`src/rtl/core/res_pkg.sv`:
```
// ----------------------------------------------------------------------------
// res_pkg
// Shared types, sizes and field offsets for the readout error sampler.
// ----------------------------------------------------------------------------
package res_pkg;

  localparam int unsigned QUBITS    = 16;
  localparam int unsigned FACTORS   = 16;
  localparam int unsigned SPAN_MAX  = 4;
  localparam int unsigned PROB_FRAC = 16;

  localparam int unsigned POS_W    = $clog2(QUBITS);
  localparam int unsigned FAC_W    = $clog2(FACTORS);
  localparam int unsigned DIM      = 1 << SPAN_MAX;
  localparam int unsigned LOC_W    = SPAN_MAX;
  localparam int unsigned SPAN_W   = 3;
  localparam int unsigned CNT_W    = 5;
  localparam int unsigned PROB_W   = PROB_FRAC + 1;
  localparam int unsigned DRAW_W   = PROB_FRAC;
  localparam int unsigned ACC_W    = PROB_W + SPAN_MAX;
  localparam int unsigned MAT_DEPTH = FACTORS * DIM * DIM;
  localparam int unsigned MAT_AW   = $clog2(MAT_DEPTH);

  // stream packing, lowest bit first
  localparam int unsigned TDATA_W  = 80;
  localparam int unsigned TUSER_W  = 2;
  localparam int unsigned OUT_W    = 16;
  localparam int unsigned OFS_FSEL = 0;
  localparam int unsigned OFS_SPAN = 4;
  localparam int unsigned OFS_POSA = 7;
  localparam int unsigned OFS_ROW  = 23;
  localparam int unsigned OFS_COL  = 27;
  localparam int unsigned OFS_PROB = 31;
  localparam int unsigned OFS_PREP = 48;
  localparam int unsigned OFS_DRAW = 64;

  typedef enum logic [1:0] {
    OP_FACTOR = 2'd0,
    OP_MATRIX = 2'd1,
    OP_START  = 2'd2,
    OP_DRAW   = 2'd3
  } op_e;

  typedef enum logic [2:0] {
    ST_IDLE,
    ST_GATHER,
    ST_WALK,
    ST_SCATTER,
    ST_DONE
  } state_e;

  typedef struct packed {
    logic accept;
    logic gather;
    logic walk;
    logic scatter;
    logic load_out;
  } cmd_t;

  typedef struct packed {
    logic is_draw;
    logic walk_done;
    logic is_last;
  } stat_t;

endpackage

```
`src/rtl/core/res_ctrl.sv`:
```
// ----------------------------------------------------------------------------
// res_ctrl
// Sequencer: accepts requests, runs gather / column walk / scatter per draw.
// ----------------------------------------------------------------------------
module res_ctrl (
  input  logic           clk_i,
  input  logic           rst_ni,
  input  logic           in_valid_i,
  output logic           in_ready_o,
  output logic           out_valid_o,
  input  logic           out_ready_i,
  output res_pkg::cmd_t  cmd_o,
  input  res_pkg::stat_t stat_i
);
  import res_pkg::*;

  state_e state_q, state_d;
  logic   out_valid_q, out_valid_d;

  always_ff @(posedge clk_i or negedge rst_ni) begin
    if (!rst_ni) begin
      state_q     <= ST_IDLE;
      out_valid_q <= 1'b0;
    end else begin
      state_q     <= state_d;
      out_valid_q <= out_valid_d;
    end
  end

  always_comb begin
    state_d    = state_q;
    in_ready_o = 1'b0;
    cmd_o      = '0;
    unique case (state_q)
      ST_IDLE: begin
        in_ready_o   = 1'b1;
        cmd_o.accept = in_valid_i;
        if (in_valid_i && stat_i.is_draw) begin
          state_d = ST_GATHER;
        end
      end
      ST_GATHER: begin
        cmd_o.gather = 1'b1;
        state_d      = ST_WALK;
      end
      ST_WALK: begin
        cmd_o.walk = 1'b1;
        if (stat_i.walk_done) begin
          state_d = ST_SCATTER;
        end
      end
      ST_SCATTER: begin
        cmd_o.scatter = 1'b1;
        state_d       = stat_i.is_last ? ST_DONE : ST_IDLE;
      end
      ST_DONE: begin
        // hold until the output register can take the new result
        if (!out_valid_q || out_ready_i) begin
          cmd_o.load_out = 1'b1;
          state_d        = ST_IDLE;
        end
      end
      default: state_d = ST_IDLE;
    endcase
  end

  always_comb begin
    out_valid_d = out_valid_q;
    if (cmd_o.load_out) begin
      out_valid_d = 1'b1;
    end else if (out_ready_i) begin
      out_valid_d = 1'b0;
    end
  end

  assign out_valid_o = out_valid_q;

endmodule

```
`config.mk`:
```
export PLATFORM = sky130hd
export DESIGN_NAME = res_ctrl
export DESIGN_NICKNAME = d
export VERILOG_FILES = /design/src/rtl/core/res_pkg.sv /design/src/rtl/core/res_ctrl.sv
export SDC_FILE = /design/constraint.sdc
export NUM_CORES = 1
export LEC_CHECK = 0
export BUFFER_PORTS_ARGS = -buffer_cell sky130_fd_sc_hd__clkbuf_2
export CORE_AREA = 10 10 47 49
export DETAILED_ROUTE_END_ITERATION = 16
export DIE_AREA = 0 0 57 59
export PLACE_DENSITY_LB_ADDON = 0.12
export SETUP_SLACK_MARGIN = 0.3
export SYNTH_ARGS = -nofsm -noshare
export SYNTH_HDL_FRONTEND = slang
export SYNTH_SLANG_ARGS = --single-unit
```
`constraint.sdc`:
```
create_clock -name clk_i -period 2.2 [get_ports clk_i]
set_input_delay 0.22 -clock clk_i [delete_from_list [all_inputs] [get_ports clk_i]]
set_output_delay 0.22 -clock clk_i [all_outputs]
set_load 0.05 [all_outputs]
```
==> out/qor.txt, run 1 <==
Outcome: complete, no violations
TritonRoute pass-1 iters: 4
Vert. Die Dim: 59 microns
Crit path kind: register to output pin
Hold Violations, Final: 0
# fillers: 170
DIE WIDTH: 57 microns
Final nets: 46
Routed WL per cell: 12.4 microns
Tot GR Track Use: 0.0494
Most frequent cells in the layout: 13 x clkbuf_2, 4 x dfrtp_1, 3 x nor2_1, 3 x clkbuf_4, 2 x nor3b_1
DIE AREA: 0.00336 sq mm
Slew Viols, Final: 0
Setup TNS Final: 0 ns
Antenna violations before repair: 0
Actual transition at the worst max-transition pin: 0.309 ns
RSZ-0062 raised after global routing: no
Worst EP required: 1.98 ns
Vias in the first global route: 271
FFs w/ async S/R, synth: 1.00
Routed via count: 221
Synth cell types: 16
Vias/cell: 4.17
Root Driver: clkbuf_4
CP startpoint kind: register
FF/Latch Area: 100 sq um
FMAX: 565 MHz
Number of synthesized flops with an enable pin: 0
TritonCTS sink count: 4
Num ports: 14
Synthesized instance count: 23
Pre-CTS setup slack: 0.676 ns
P&R area growth vs syn: 49.7%
Diodes inserted: 0
ANT nets after route: 0
Max VDD drop: 0.640 mV
Post-CTS sizing: 0
Post-synth top area cell: dfrtp_1
Max-cap viol count: 0
Cell leakage power: 0.000169 uW
# DRC: 0
Placer congestion estimate: 0.629
Pwr/cell area: 1700 mW/mm^2
Layout cell share with drive strength beyond 1: 0.486
Mean Syn Cell Area: 9.74 sq um
Placeable Area: 0.00140 sq mm
FF+latch count, synth: 4
GR Overflow Total: 0
Core Rows: 14
CTS tree: built
Yosys top cell area share: 0.447
Max clock buf depth: 2
Number of CTS-inserted buffers: 3
# Post-CTS Setup Buffers: 0
CTS clk-pin slew, worst paths: 0.04 ns
Initial DRC Count: 4
Max-slew headroom: 0.794
Register area share after synthesis: 0.447
Ys Warns: 0
Setup ws final: 0.430 ns
Global-route wire length before repair: 1210 microns
Top cells by area, synth: dfrtp_1 45%, nor3b_1 6.7%, nor2_1 5.0%, a32o_1 4.5%, and3b_2 4.5%
Hold-fix buffers at CTS: 1
Worst-Skew Late Latency: 0.24 ns
Most common cell after layout, fill and taps aside: clkbuf_2
Starting Density: 0.160
Clock Skews: 0.00424 ns
Crit-path max FO: 8
Area taken by multi-input logic gates: 118 sq um
Largest net degree at the start of global routing: 10
Syn_nets: 30
Critical path arrival: 1.55 ns
Hold WC Path Type: input port to register
Final setup violation count: 0
Final HPWL DP: 523 microns
Cell area after synthesis: 224 sq um
Tcrit/Tclk final: 0.805
Final Routed Wirelength: 658 microns
PortBufs: 13
Type of destination of the critical path: output pin
Fin crit period: 1.77 ns
H-Tree Depth: 1
Post-synth top flop: dfrtp_1
[synth_stat cells (2+ instances only)]
library cell	count
nor2_1	3
buf_2	2
dfrtp_1	4
nor3b_1	2
[registers in the layout (all words and copies together) (netlist names)]
signal,count
state_q,3
out_valid_o,1
[kinds of logic (layout without fill, tap and decap cells)]
family | Yosys count | after routing | share of synthesized area
and+or+nand+nor | 13 | 13 | 0.358
DFF | 4 | 4 | 0.447
buffers and inverters | 3 | 17 | 0.0782
AOI/OAI and AO/OA | 2 | 2 | 0.0782
xor gates and xnor gates | 1 | 1 | 0.0391
[per-stage QoR]
stage           util  power, uW  area [sq um]  std cells  hold WS, ns
2_1_floorplan      -        422           235         23      -0.0756
3_3_place_gp   0.216        476           303         49       0.0300
3_5_place_dp   0.216        480           303         49       0.0319
4_1_cts        0.239        579           335         53        0.201
5_1_grt        0.239        611           335         53        0.203
6_report       0.239        569           335         53        0.204
[critical path, cell delays in order, from the launching register on]
cell and delay, ns:
dfrtp_1 0.49, or3b_1 0.41, nor2_1 0.12, clkbuf_2 0.29
[final timing paths]
kind / startpoint / end / slack, ns / cells past startpoint
setup / recovery: state_q[2] / cmd_o[0] / 0.43 / 3
max in group asynchronous: rst_ni / state_q[0] / 1.74 / 2
hold reg to reg: state_q[2] / state_q[1] / 0.62 / 1
hold / removal: stat_i[0] / state_q[2] / 0.20 / 2
min in group asynchronous: rst_ni / state_q[2] / 0.33 / 2
setup reg to reg: state_q[2] / state_q[2] / 1.12 / 2
[report_power, final]
part           switching (uW)  total (uW)  internal (uW)  leakage (uW)
clock network            31.4        92.5           61.1     0.0000138
registers                56.1         155           98.4     0.0000524
logic                     228         322           93.4      0.000103
total                     316         569            253      0.000169
[area by class of cell]
class                   count  share of cell area
repair buffers             14               0.224
clock buffers               3              0.0672
multi-input cells          16               0.351
flip-flops and latches      4               0.299
well taps                  16              0.0597
[metal layers]
layer	vias up	track usage	part of all wire
met5	-	0	0
met4	0	0.0503	0
met3	0	0.0451	0.12
met2	13	0.0636	0.43
met1	100	0.0444	0.45
li1	108	-	-
Note: power is estimated with default switching activity, not from simulation.
==> run 2, diff against run 1 <==
==> constraint.sdc (replaced) <==
create_clock -name clk_i -period 1.69 [get_ports clk_i]
set_input_delay 0.169 -clock clk_i [delete_from_list [all_inputs] [get_ports clk_i]]
set_output_delay 0.169 -clock clk_i [all_outputs]
set_load 0.05 [all_outputs]
==> out/qor.txt, run 2 (synthesis results as in run 1) <==
Cell leakage power: 0.000212 uW (+26%)
Largest Register: state_q
Core Rows: 14 (unchanged)
Slowest-stage cell, CP: or3b_4
Clock Skews: 0.00472 ns (+0.000486 ns)
Critical path arrival: 1.28 ns (-0.27 ns)
Most frequent cells in the layout: 7 x clkbuf_2, 6 x buf_4, 3 x clkbuf_4, 3 x dfrtp_1, 3 x buf_8
ANT nets after route: 0 (unchanged)
Worst-Skew Late Latency: 0.24 ns (about the same)
Largest net degree at the start of global routing: 9 (-1)
Final Routed Wirelength: 669 microns (+1.7%)
Tcrit/Tclk final: 0.855
Tot GR Track Use: 0.0456 (-0.00386)
FMAX: 692 MHz
GR Overflow Total: 0 (unchanged)
DIE WIDTH: 57 microns (unchanged)
Max-slew headroom: 0.789 (-0.00447)
Vias/cell: 4.17 (about the same)
Starting Density: 0.160 (unchanged)
Routed via count: 242 (+9.5%)
TritonCTS sink count: 4 (unchanged)
Initial DRC Count: 3 (-1)
Layout cell share with drive strength beyond 1: 0.643 (+0.156)
Routed WL per cell: 11.5 microns (-7.1%)
Max-cap viol count: 0 (unchanged)
Root Driver: clkbuf_4
Crit path kind: register to output pin
Cell Chain, Critical Path: or3b_4, nor2_4, buf_8
Antenna violations before repair: 0 (unchanged)
P&R area growth vs syn: 96.6%
Diodes inserted: 0 (unchanged)
Fin crit period: 1.44 ns
Type of destination of the critical path: output pin
Slew Viols, Final: 0 (unchanged)
Pwr/cell area: 2070 mW/mm^2 (+22%)
CP peak stage delay: 0.41 ns (-0.08 ns)
Actual transition at the worst max-transition pin: 0.315 ns (+0.00605 ns)
Hold WC Path Type: input port to register
Total power: 911 uW (+60%)
Core Util, Final: 0.314 (+0.0750)
CTS tree: built
DIE AREA: 0.00336 sq mm (unchanged)
Final HPWL DP: 539 microns (+3.1%)
Global-route wire length before repair: 1180 microns (-2.9%)
Worst EP required: 1.52 ns (-0.46 ns)
Most common cell after layout, fill and taps aside: clkbuf_2
Num ports: 14 (unchanged)
Crit-path max FO: 3 (-5)
Hold Violations, Final: 0 (unchanged)
Largest register FFs: 3 (unchanged)
TritonRoute pass-1 iters: 4 (unchanged)
Placeable Area: 0.00140 sq mm (unchanged)
RSZ-0062 raised after global routing: yes
PortBufs: 13 (unchanged)
Max VDD drop: 1.08 mV (+69%)
Placer congestion estimate: 0.693 (+10%)
Number of CTS-inserted buffers: 3 (unchanged)
Outcome: complete, no violations
Max clock buf depth: 2 (unchanged)
Final nets: 51 (+11%)
Vert. Die Dim: 59 microns (unchanged)
CTS clk-pin slew, worst paths: 0.04 ns (about the same)
Setup TNS Final: 0 ns (unchanged)
H-Tree Depth: 1 (unchanged)
Vias in the first global route: 262 (-3.3%)
# DRC: 0 (unchanged)
CP startpoint kind: register
Final setup violation count: 0 (unchanged)
-- run 2: cell type report --
class                           count  area, sq um
Clock buffer                        3         22.5
Fill cell                         152          961
Sequential cell                     4          101
Multi-Input combinational cell     16          130
Timing Repair Buffer               19          166
Tap cell                           16         20.0
-- run 2: layer usage --
metal  wire length [microns]  share of wire  global-route usage
met2                     282           0.42              0.0620
met1                     299           0.45              0.0469
met3                      76           0.11              0.0300
met4                      10          0.015              0.0403
met5                       0              0                   0
-- run 2: final timing paths --
path | from | to | slack (ns) | depth (start not counted)
worst max-delay path | state_q[2] | cmd_o[0] | 0.25 | 3
worst min-delay path | stat_i[0] | state_q[2] | 0.15 | 2
worst max register to register | state_q[0] | state_q[2] | 0.50 | 4
worst min register to register | state_q[2] | state_q[2] | 0.58 | 1
max in group asynchronous | rst_ni | state_q[2] | 1.28 | 2
min in group asynchronous | rst_ni | out_valid_o | 0.27 | 2
-- run 2: where the power goes --
part / switching (uW) / total (uW) / internal (uW)
Clock: 37.7 / 117 / 79.3
Sequential: 20.9 / 151 / 130
Combinational: 379 / 643 / 264
-- run 2: worst max-delay path: cells and delay by family (launching register included) --
kind / cells / cell delay, ns
buf+inv: 1 / 0.15
flops: 1 / 0.38
simple gates: 2 / 0.51
-- run 2: what timing repair did --
action                                 CTS  global route
hold buffers                             1             0
pin swaps                                1             2
resized for setup                       11            11
buffers inserted                         1             2
endpoints found under the hold margin    4             0
setup endpoints to repair                6             6
-- run 2: per-stage QoR --
step                hold slack, ns  area [sq um]  std cells  setup WS, ns
finish                       0.154           440         58         0.246
global route                 0.153           440         58         0.187
CTS                          0.152           392         56         0.166
detailed placement         -0.0160           318         51         0.253
global placement           -0.0159           318         51         0.279
floorplan                   -0.127           235         23        -0.138
